[config.mk]
export PLATFORM = sky130hd
export DESIGN_NAME = canonical_fraction_text_parser_core
export DESIGN_NICKNAME = d
export VERILOG_FILES = /design/src/hdl/cftp_pkg.sv /design/src/hdl/cftp_ctrl.sv /design/src/hdl/cftp_dp.sv /design/src/hdl/canonical_fraction_text_parser_core.sv
export SDC_FILE = /design/constraint.sdc
export NUM_CORES = 2
export LEC_CHECK = 0
export ABC_AREA = 1
export BUFFER_PORTS_ARGS = -buffer_cell sky130_fd_sc_hd__buf_2
export CORE_AREA = 3 3 278 280
export DETAILED_ROUTE_END_ITERATION = 7
export DIE_AREA = 0 0 281 283
export GPL_TIMING_DRIVEN = 0
export PLACE_DENSITY = 0.66
export SYNTH_ARGS = -nofsm -noshare
export SYNTH_HDL_FRONTEND = slang
export SYNTH_SLANG_ARGS = --single-unit
[constraint.sdc]
create_clock -name clk_i -period 6.7 [get_ports clk_i]
set_input_delay 0.67 -clock clk_i [delete_from_list [all_inputs] [get_ports clk_i]]
set_output_delay 0.67 -clock clk_i [all_outputs]
set_load 0.02 [all_outputs]
[src/hdl/cftp_pkg.sv]
package cftp_pkg;

  typedef enum logic [6:0] {
    PH_START     = 7'b0000001,
    PH_SIGN      = 7'b0000010,
    PH_ZERO      = 7'b0000100,
    PH_NUM       = 7'b0001000,
    PH_DEN_FIRST = 7'b0010000,
    PH_DEN       = 7'b0100000,
    PH_ERROR     = 7'b1000000
  } phase_e;

  typedef enum logic [3:0] {
    ST_PARSE = 4'b0001,
    ST_GCD   = 4'b0010,
    ST_MOD   = 4'b0100,
    ST_OUT   = 4'b1000
  } ctrl_e;

  localparam logic [7:0] ChMinus = 8'h2d;
  localparam logic [7:0] ChSlash = 8'h2f;
  localparam logic [7:0] ChZero  = 8'h30;
  localparam logic [7:0] ChOne   = 8'h31;
  localparam logic [7:0] ChNine  = 8'h39;

  // controller to datapath
  typedef struct packed {
    logic parse;     // consume a non-terminator byte
    logic gcd_load;  // load gcd operands
    logic mod_start; // start one remainder
    logic mod_step;  // one restoring step
    logic mod_done;  // swap after remainder
    logic result;    // capture result
    logic clear;     // back to start of text
  } cmd_t;

  // datapath to controller
  typedef struct packed {
    logic need_gcd;
    logic right_zero;
    logic mod_last;
  } sts_t;

endpackage

[src/hdl/cftp_ctrl.sv]
module cftp_ctrl (
  input  logic           clk_i,
  input  logic           rst_ni,
  input  logic           in_valid_i,
  output logic           in_ready_o,
  input  logic [7:0]     ch_i,
  output logic           out_valid_o,
  input  logic           out_ready_i,
  input  cftp_pkg::sts_t sts_i,
  output cftp_pkg::cmd_t cmd_o
);
  import cftp_pkg::*;

  ctrl_e state_q, state_d;
  logic  out_valid_q, out_valid_d;
  logic  take;

  assign in_ready_o  = (state_q == ST_PARSE) && !out_valid_q;
  assign take        = in_valid_i && in_ready_o;
  assign out_valid_o = out_valid_q;

  always_comb begin
    state_d     = state_q;
    out_valid_d = out_valid_q && !out_ready_i;
    cmd_o       = '0;
    unique case (state_q)
      ST_PARSE: begin
        if (take) begin
          if (ch_i != 8'd0) begin
            cmd_o.parse = 1'b1;
          end else if (sts_i.need_gcd) begin
            cmd_o.gcd_load = 1'b1;
            state_d = ST_GCD;
          end else begin
            state_d = ST_OUT;
          end
        end
      end
      ST_GCD: begin
        if (sts_i.right_zero) begin
          state_d = ST_OUT;
        end else begin
          cmd_o.mod_start = 1'b1;
          state_d = ST_MOD;
        end
      end
      ST_MOD: begin
        cmd_o.mod_step = 1'b1;
        if (sts_i.mod_last) begin
          cmd_o.mod_done = 1'b1;
          state_d = ST_GCD;
        end
      end
      ST_OUT: begin
        cmd_o.result = 1'b1;
        cmd_o.clear  = 1'b1;
        out_valid_d  = 1'b1;
        state_d      = ST_PARSE;
      end
      default: state_d = ST_PARSE;
    endcase
  end

  always_ff @(posedge clk_i or negedge rst_ni) begin
    if (!rst_ni) begin
      state_q     <= ST_PARSE;
      out_valid_q <= 1'b0;
    end else begin
      state_q     <= state_d;
      out_valid_q <= out_valid_d;
    end
  end
endmodule

[src/hdl/cftp_dp.sv]
module cftp_dp #(
  parameter int VALUE_BITS = 64
) (
  input  logic                  clk_i,
  input  logic                  rst_ni,
  input  logic [7:0]            ch_i,
  input  cftp_pkg::cmd_t        cmd_i,
  output cftp_pkg::sts_t        sts_o,
  output logic                  valid_res_o,
  output logic signed [63:0]    numerator_o,
  output logic [62:0]           denominator_o
);
  import cftp_pkg::*;

  localparam int W  = VALUE_BITS;
  localparam int CW = $clog2(W + 1);
  localparam logic [W:0] HalfRange = {2'b01, {(W - 1){1'b0}}};

  phase_e       phase_q, phase_d;
  logic         neg_q, neg_d;
  logic [W-1:0] num_q, num_d;
  logic [W-1:0] den_q, den_d;
  logic [W-1:0] left_q, left_d, right_q, right_d;
  logic [W-1:0] quo_q, quo_d;   // dividend shifting out
  logic [W-1:0] rem_q, rem_d;
  logic [CW-1:0] cnt_q, cnt_d;
  logic         res_v_q;
  logic [W-1:0] res_n_q, res_d_q;

  logic         is_dig, is_nz;
  logic [3:0]   dig;
  logic [W:0]   acc_sel, prod, limit;
  logic         ovf;
  logic [W:0]   rem_sh;
  logic         ok;

  assign is_dig = (ch_i >= ChZero) && (ch_i <= ChNine);
  assign is_nz  = (ch_i >= ChOne) && (ch_i <= ChNine);
  assign dig    = 4'(ch_i - ChZero);

  // shift-add and compare against the limit at W+5 bits
  logic [W+4:0] wide;
  always_comb begin
    acc_sel = (phase_q == PH_DEN) ? {1'b0, den_q} : {1'b0, num_q};
    limit   = (phase_q == PH_NUM && neg_q) ? HalfRange : HalfRange - 1'b1;
    wide    = {acc_sel, 3'b000} + {2'b00, acc_sel, 1'b0} + (W + 5)'(dig);
    ovf     = wide > (W + 5)'(limit);
    prod    = wide[W:0];
  end

  always_comb begin
    phase_d = phase_q;
    neg_d   = neg_q;
    num_d   = num_q;
    den_d   = den_q;
    if (cmd_i.clear) begin
      phase_d = PH_START;
      neg_d   = 1'b0;
      num_d   = '0;
      den_d   = '0;
    end else if (cmd_i.parse) begin
      unique case (phase_q)
        PH_START: begin
          if (ch_i == ChMinus) begin
            neg_d = 1'b1;
            phase_d = PH_SIGN;
          end else if (ch_i == ChZero) begin
            phase_d = PH_ZERO;
          end else if (is_dig) begin
            num_d = W'(dig);
            phase_d = PH_NUM;
          end else begin
            phase_d = PH_ERROR;
          end
        end
        PH_SIGN: begin
          if (is_nz) begin
            num_d = W'(dig);
            phase_d = PH_NUM;
          end else begin
            phase_d = PH_ERROR;
          end
        end
        PH_NUM: begin
          if (is_dig) begin
            if (ovf) phase_d = PH_ERROR;
            else num_d = prod[W-1:0];
          end else if (ch_i == ChSlash) begin
            phase_d = PH_DEN_FIRST;
          end else begin
            phase_d = PH_ERROR;
          end
        end
        PH_DEN_FIRST: begin
          if (is_nz) begin
            den_d = W'(dig);
            phase_d = PH_DEN;
          end else begin
            phase_d = PH_ERROR;
          end
        end
        PH_DEN: begin
          if (is_dig && !ovf) den_d = prod[W-1:0];
          else phase_d = PH_ERROR;
        end
        PH_ZERO:  phase_d = PH_ERROR;
        PH_ERROR: phase_d = PH_ERROR;
        default:  phase_d = PH_ERROR;
      endcase
    end
  end

  // restoring remainder, one bit per cycle
  assign rem_sh = {rem_q, quo_q[W-1]};
  always_comb begin
    left_d  = left_q;
    right_d = right_q;
    quo_d   = quo_q;
    rem_d   = rem_q;
    cnt_d   = cnt_q;
    if (cmd_i.gcd_load) begin
      left_d  = num_q;
      right_d = den_q;
    end
    if (cmd_i.mod_start) begin
      quo_d = left_q;
      rem_d = '0;
      cnt_d = CW'(W - 1);
    end
    if (cmd_i.mod_step) begin
      quo_d = {quo_q[W-2:0], 1'b0};
      rem_d = (rem_sh >= {1'b0, right_q}) ? W'(rem_sh - {1'b0, right_q}) : rem_sh[W-1:0];
      cnt_d = cnt_q - 1'b1;
    end
    if (cmd_i.mod_done) begin
      left_d  = right_q;
      right_d = rem_d;
    end
  end

  always_comb begin
    unique case (phase_q) inside
      PH_ZERO, PH_NUM: ok = 1'b1;
      PH_DEN:          ok = (den_q >= W'(2)) && (left_q == W'(1));
      default:         ok = 1'b0;
    endcase
  end

  assign sts_o = '{
    need_gcd:   (phase_q == PH_DEN) && (den_q >= W'(2)),
    right_zero: (right_q == '0),
    mod_last:   (cnt_q == '0)
  };

  always_ff @(posedge clk_i or negedge rst_ni) begin
    if (!rst_ni) begin
      phase_q <= PH_START;
      neg_q   <= 1'b0;
      num_q   <= '0;
      den_q   <= '0;
      left_q  <= '0;
      right_q <= '0;
      cnt_q   <= '0;
      res_v_q <= 1'b0;
    end else begin
      phase_q <= phase_d;
      neg_q   <= neg_d;
      num_q   <= num_d;
      den_q   <= den_d;
      left_q  <= left_d;
      right_q <= right_d;
      cnt_q   <= cnt_d;
      if (cmd_i.result) res_v_q <= ok;
    end
  end

  always_ff @(posedge clk_i) begin
    quo_q <= quo_d;
    rem_q <= rem_d;
    if (cmd_i.result) begin
      res_n_q <= !ok ? '0 : (neg_q ? W'(-num_q) : num_q);
      res_d_q <= !ok ? '0 : ((phase_q == PH_DEN) ? den_q : W'(1));
    end
  end

  assign valid_res_o   = res_v_q;
  assign numerator_o   = 64'(signed'(res_n_q));
  assign denominator_o = 63'(res_d_q);
endmodule

[src/hdl/canonical_fraction_text_parser_core.sv]
// canonical fraction text parser
// input channel: one text byte per request on ch_i (in_valid_i / in_ready_o);
// a zero byte ends the text and always produces exactly one result.
// output channel: valid_res_o, numerator_o, denominator_o (out_valid_o /
// out_ready_i); rejected texts give zeros in the value fields.
// a non-zero byte is parsed as it is taken (one shift-add per digit).
// a terminator without a gcd passes through ST_OUT, which registers its result;
// with a denominator of 2 or more the euclid loop first runs on a bit-serial
// remainder unit, one restoring step per remainder bit.
// the result then sits in an output register; no new byte is taken while it
// waits, so a stalled receiver holds off the sender. the next byte can be
// taken in the cycle after the result is accepted.
// reset returns to start of text with no result pending.
module canonical_fraction_text_parser_core #(
  parameter int VALUE_BITS = 64
) (
  input  logic               clk_i,
  input  logic               rst_ni,
  input  logic               in_valid_i,
  output logic               in_ready_o,
  input  logic [7:0]         ch_i,
  output logic               out_valid_o,
  input  logic               out_ready_i,
  output logic               valid_res_o,
  output logic signed [63:0] numerator_o,
  output logic [62:0]        denominator_o
);
  import cftp_pkg::*;

  cmd_t cmd;
  sts_t sts;

  cftp_ctrl u_ctrl (
    .clk_i, .rst_ni, .in_valid_i, .in_ready_o, .ch_i,
    .out_valid_o, .out_ready_i, .sts_i(sts), .cmd_o(cmd)
  );

  cftp_dp #(.VALUE_BITS(VALUE_BITS)) u_dp (
    .clk_i, .rst_ni, .ch_i, .cmd_i(cmd), .sts_o(sts),
    .valid_res_o, .numerator_o, .denominator_o
  );

  a_no_take_while_full: assert property (@(posedge clk_i) disable iff (!rst_ni)
    out_valid_o |-> !in_ready_o) else $error("byte taken with result pending");
  a_hold: assert property (@(posedge clk_i) disable iff (!rst_ni)
    out_valid_o && !out_ready_i |=> $stable(numerator_o) && $stable(valid_res_o))
    else $error("result changed while stalled");
  a_zero_when_bad: assert property (@(posedge clk_i) disable iff (!rst_ni)
    out_valid_o && !valid_res_o |-> numerator_o == 64'd0 && denominator_o == 63'd0)
    else $error("rejected result not zero");
endmodule
# ---- Yosys cells after proc, flatten, opt, wreduce, memory -nomap -nowiden
# Cells that the tools add are included.
dict set report totals {
  register_bits 532
  input_bits 12
  output_inout_bits 130
  word_cells 146
}
dict set report classes {
  add_sub_neg 6
  magnitude_cmp 6
  eq_ne 27
  n_mux 62
  n_reduce_logical 29
}
# operator n
set op_table {}
lappend op_table {{64-bit 2-to-1 mux} 23}
lappend op_table {{64-bit case mux with 3 select lines} 1}
lappend op_table {{64-bit case mux with 2 select lines} 1}
lappend op_table {{7-bit 2-to-1 mux} 13}
lappend op_table {{68-bit by 66-bit adder with 69-bit output} 1}
lappend op_table {{69-bit by 4-bit adder with 69-bit output} 1}
lappend op_table {{69-bit by 65-bit greater-than comparator with 1-bit output} 1}
lappend op_table {{65-bit by 64-bit greater-or-equal comparator with 1-bit output} 1}
lappend op_table {{64-bit by 1-bit == test with 1-bit output, second input constant} 1}
lappend op_table {{64-bit by 2-bit greater-or-equal comparator with 1-bit output, second input constant} 1}
lappend op_table {{64-bit logical NOT} 1}
lappend op_table {{64-bit negator} 1}
lappend op_table {{64-bit subtractor} 1}
lappend op_table {{7-bit case mux with 5 select lines} 1}
lappend op_table {{8-bit by 6-bit == test with 1-bit output, second input constant} 3}
lappend op_table {{4-bit 2-to-1 mux} 5}
lappend op_table {{8-bit by 6-bit greater-or-equal comparator with 1-bit output, second input constant} 2}
lappend op_table {{3-bit by 2-bit != test with 1-bit output, second input constant} 5}
lappend op_table {{1-bit 2-to-1 mux} 12}
lappend op_table {{3-bit != test, second input constant} 4}
lappend op_table {{4-bit case mux with 3 select lines} 1}
lappend op_table {{2-bit nonzero test} 5}
lappend op_table {{1-bit logical AND} 9}
lappend op_table {{3-bit AND reduction} 3}
lappend op_table {{27 further kinds} 33}

# ---- Logic depth before layout (Yosys ltp)
dict set report logic_depth {
  ltp_word 11
  ltp_mapped 50
}

# ---- By module
# From an unflattened synthesis, not the netlist that was laid out.
dict set report hier_totals {
  hier_cells 4805
  hier_area_um2 35654.2
}
# module n_inst cells_per_inst area_per_inst_um2 seq_area_each_um2
set by_module_without_submodules {}
lappend by_module_without_submodules {cftp_dp 1 4752 35290.1 13814.5}
lappend by_module_without_submodules {cftp_ctrl 1 53 364.1 126.4}

# ---- Worst setup path before layout
# Ideal clock, no wire load.
dict set report synth_path {
  path_type {reg-to-reg}
  start {register u_ctrl.state_q[0]}
  end {register u_dp.phase_q[1]}
  setup_time_ps 121
  t_arrival_ps 5813
  required_ps 6579
  path_slack_ps 765
  path_stages_with_launch 12
  path_buffers 1
  period_less_slack_ps 5935
  cell_sequence {dfstp_2 > nor2_1 > inv_1 > nor3_2 > clkbuf_1 > nor2_1 > inv_2 > nand2_1 > nand4_1 > nand2_1 > nand2_1 > nand2_1}
}
# element line_no
set synth_lines {}
lappend synth_lines {{start, declared} cftp_ctrl.sv:14} ;# ctrl_e state_q, state_d;
lappend synth_lines {{start signal, assigned} cftp_ctrl.sv:69} ;# state_q <= state_d;
lappend synth_lines {{end signal, assigned} cftp_dp.sv:166} ;# phase_q <= phase_d;
lappend synth_lines {{end, declared} cftp_dp.sv:19} ;# phase_e phase_q, phase_d;

# ---- Worst setup path in the final report
dict set report layout_path {
  start {register u_dp.phase_q[0]}
  end {register u_dp.den_q[46]}
}
dict set report layout_between {
  elab_chain_cells 9
}
# element line_no
set layout_lines {}
lappend layout_lines {{7-bit by 6-bit == test with 1-bit output} {cftp_dp.sv:44, cftp_dp.sv:62}}
lappend layout_lines {{64-bit 2-to-1 mux} cftp_dp.sv:44} ;# acc_sel = (phase_q == PH_DEN) ? {1'b0, den_q} : {1'b0, num_q};
lappend layout_lines {{68-bit by 66-bit adder with 69-bit output} cftp_dp.sv:46} ;# wide = {acc_sel, 3'b000} + {2'b00, acc_sel, 1'b0} + (W + 5)'(dig);
lappend layout_lines {{69-bit by 4-bit adder with 69-bit output} cftp_dp.sv:46}
lappend layout_lines {{69-bit by 65-bit greater-than comparator with 1-bit output} cftp_dp.sv:47} ;# ovf = wide > (W + 5)'(limit);
lappend layout_lines {{1-bit logical NOT} cftp_dp.sv:103} ;# if (is_dig && !ovf) den_d = prod[W-1:0];
lappend layout_lines {{1-bit logical AND} cftp_dp.sv:103}
lappend layout_lines {{3-bit by 2-bit != test with 1-bit output (no source line)} -}
lappend layout_lines {{4-bit AND reduction (no source line)} -}
lappend layout_lines {{end signal, assigned} cftp_dp.sv:169} ;# den_q <= den_d;
lappend layout_lines {{end, declared} cftp_dp.sv:22} ;# logic [W-1:0] den_q, den_d;
# Several ways; a longest one is shown, not always the timed one. The select of a mux whose other input is x is not followed.
# A chain may end at the register's enable or synchronous reset.

==> flow_summary.json <==
{
  "drt_wl_total_mm": 139,
  "dpl_cell_area_um2": 39400,
  "grt_max_degree": 109,
  "dp_slack_ns": -2.22,
  "netlist_instances": 5243,
  "final_cell_mix": "nand2_1, inv_1, nor2_1, nand3_1, dfrtp_1",
  "r2r-start": "u_dp.phase_q[0]$_DFFE_PN1P_",
  "drc": 0,
  "synth.distinct_cells": 61,
  "cp.required_ns": 7.27,
  "htreeDepth": 2,
  "clock-root-buffer": "clkbuf_16",
  "setup_violations": 0,
  "path_common_cell": "nand2_1",
  "syn_avg_cell_area_um2": 7.12,
  "startpoint_type": "flip-flop",
  "synth_flop_cell": "dfrtp_1",
  "fillCellCount": 7415,
  "drt-initial-drc-count": 3402,
  "fin_util_pct": 56.7,
  "hold_start": "out_ready_i",
  "worst_pin_slew_ns": 1.44,
  "reg2reg_depth": 35,
  "slew_headroom_pct": 3.00,
  "finalCriticalPeriod_ns": 6.48,
  "total_leakage_power_nw": 20.3,
  "whs_endpoint": "u_ctrl.out_valid_o$_DFF_PN0_",
  "post-route-period-util_pct": 96.7,
  "arrival_ns": 7.05,
  "start_util_pct": 50.0,
  "cts-buffers-inserted": 60,
  "final_common_cell": "nand2_1",
  "num_vias": 36000,
  "power.total_mw": 9.59,
  "seqCellArea_um2": 13900,
  "hold_viol": 0,
  "crit_type": "reg -> reg",
  "netSwitchingFraction_pct": 33.4,
  "cp-end-kind": "flip-flop",
  "syn-cell-area_um2": 37300,
  "synth-async-reset-ratio_pct": 52.1,
  "grt_use_total_pct": 34.4,
  "yosysWarnings": 0,
  "peakVddDrop_v": 0.000179,
  "die_h_um": 283,
  "yosysSeqAreaShare_pct": 37.3,
  "fp-row-count": 100,
  "cts_buffer_depth": 3,
  "clkTransAtPathRegs_ns": 0.06,
  "cts_tree": "yes",
  "drv_slew": 0,
  "antenna_found_initial": 0,
  "holdPathStages": 2,
  "r2r_slack_ns": 0.22,
  "power.switching_mw": 3.21,
  "setup_tns_ns": 0,
  "setup_ws_ns": 0.219,
  "ioPinCount": 142,
  "hpwl_mm": 115,
  "drive_gt1_share_pct": 9.21,
  "drt-pass1-iter-count": 6,
  "clock-sinks": 532,
  "syn_nets": 5499,
  "min-delay-path-class": "in -> reg",
  "grt_pass1_wl_mm": 207,
  "final_cell_area_um2": 42300,
  "cpPeakStageDelay_ns": 0.55,
  "skew_ns": 0.0314,
  "final_nets": 5730,
  "gr-total-overflow": 0,
  "synth_seq_cells": 532,
  "worstSkewPairLatency_ns": 0.65,
  "via_per_inst": 5.55,
  "r2r-end": "u_dp.den_q[46]$_DFFE_PN0P_",
  "combPwrFrac_pct": 22.9,
  "p_int_mw": 6.39,
  "dieArea_um2": 79500,
  "buffer_ports.inserted": 141,
  "dp.cells": 6359,
  "status": "completed",
  "area_growth_syn_to_layout_pct": 13.3,
  "avgRoutedWirePerCell_um": 21.5,
  "core_um2": 74700,
  "place.gp.congestion": 1.00,
  "multi_input_area_um2": 20100,
  "fmax_mhz": 154,
  "synth_edf_count": 190,
  "crit_slowest_cell": "dfstp_2",
  "postRouteAntennaNets": 0,
  "p_clk_share_pct": 36.1,
  "crit_fanout": 10,
  "worst_hold_slack_ns": 0.193,
  "die_w_um": 281,
  "pwr-share-seq_pct": 41.1,
  "drv_cap": 0,
  "layout.cells.non_filler": 6494,
  "grt_pass1_vias": 34100,
  "p_per_area_nw_per_um2": 227
}
[registers in the layout, summed over array words and instances (netlist names), 63 cells and up]
register          count
u_dp.numerator_o     64
u_dp.quo_q           64
u_dp.right_q         64
u_dp.res_d_q         63
u_dp.num_q           64
u_dp.rem_q           64
u_dp.den_q           64
u_dp.left_q          64
[synth_stat cells, types with 3 or more instances]
master    instances  area share (%)
nand2_1        1311              13
inv_1           784             7.9
nor2_1          614             6.2
nand3_1         352             4.7
a21oi_1         287             3.8
dfrtp_1         275              18
o21ai_0         256             3.4
ha_1            241             8.1
edfxtp_1        190              15
o22ai_1         112             1.9
xor2_1           94             2.2
clkbuf_1         87            0.87
nor3_1           75             1.0
dfxtp_1          65             3.5
nand4_1          61             1.0
nor4_1           58            0.97
buf_2            49            0.66
xnor2_1          37            0.87
a31oi_1          35            0.59
a221oi_1         23            0.54
buf_6            21            0.63
o21bai_1         21            0.42
buf_1            19            0.19
o21a_1           19            0.38
nand3b_1         14            0.28
nand2_2          13            0.22
a21o_1           12            0.24
nor2_2           11            0.18
a211oi_1         10            0.20
inv_2             9           0.090
a21boi_0          8            0.16
o21ai_1           7           0.094
or2_2             7            0.12
and3_1            5           0.084
clkinv_1          5           0.050
nand3_2           5            0.13
o211ai_1          5            0.10
o21ai_2           5            0.12
a21oi_2           4           0.094
nor3_2            4            0.11
fa_1              3            0.16
nor2_4            3           0.090
o31ai_1           3           0.060
[critical path: cells and delay by family (launching register included)]
family	cells	cell delay [ns]
AO/OA/AOI/OAI	6	1.46
XOR/XNOR	1	0.22
adder cells (fa/ha/maj)	3	1.00
buffers and inverters	6	0.90
flip-flops	1	0.55
AND/OR/NAND/NOR	19	2.23
[area by class of cell]
type / count / area share, %
sequential: 532 / 32.9
inverter: 798 / 7.08
buffer: 177 / 2.37
tap: 969 / 2.86
multi-input combinational: 3735 / 47.5
clock inverter: 32 / 0.940
clock buffer: 80 / 3.89
timing repair buffer: 170 / 2.44
antenna: 1 / 0.00591
[power groups by stage]
stage	sequential [mW]	combinational, mW	clock [mW]
floorplan	4.06	1.30	0
global placement	4.02	2.05	0
detailed placement	3.99	2.10	0
CTS	3.93	2.13	3.49
global route	3.96	2.39	3.61
finish	3.94	2.20	3.46
[per-layer routing]
metal	up-vias	GRT usage (%)	wire length, µm
li1	17600	-	-
met1	16800	47.0	59700
met2	1396	55.4	63600
met3	271	3.64	9500
met4	0	14.8	6670
met5	-	0	0
[cells by family after synthesis]
kind of cell    Yosys count  synth area share [%]
simple gates           2539                  28.4
fa+ha+maj               244                  8.23
buf+inv                 976                  10.4
xor+xnor                131                  3.07
compound gates          821                  12.5
flops                   532                  37.3
[how the worst max path moves through the flow]
stage	from	to	slack, ns	cells past startpoint
floorplan	u_ctrl.state_q[0]$_DFFE_PN1P_	u_dp.phase_q[1]$_DFFE_PN0P_	0.77	11
global placement	u_ctrl.state_q[0]$_DFFE_PN1P_	u_dp.den_q[39]$_DFFE_PN0P_	-2.67	10
detailed placement	u_dp.phase_q[1]$_DFFE_PN0P_	u_dp.den_q[46]$_DFFE_PN0P_	-2.22	40
CTS	u_dp.phase_q[1]$_DFFE_PN0P_	u_dp.num_q[4]$_DFFE_PN0P_	0.009	48
global route	u_dp.phase_q[3]$_DFFE_PN0P_	u_dp.den_q[46]$_DFFE_PN0P_	-0.04	36
finish	u_dp.phase_q[0]$_DFFE_PN1P_	u_dp.den_q[46]$_DFFE_PN0P_	0.22	35
[timing repair]
action	4_1_cts	5_1_grt
hold buffers	1	0
endpoints found under the setup margin	135	135
pin swaps	2	22
setup buffers	4	18
gates resized for setup	64	138
endpoints found under the hold margin	13	0
Note: power is estimated with default switching activity, not from simulation.
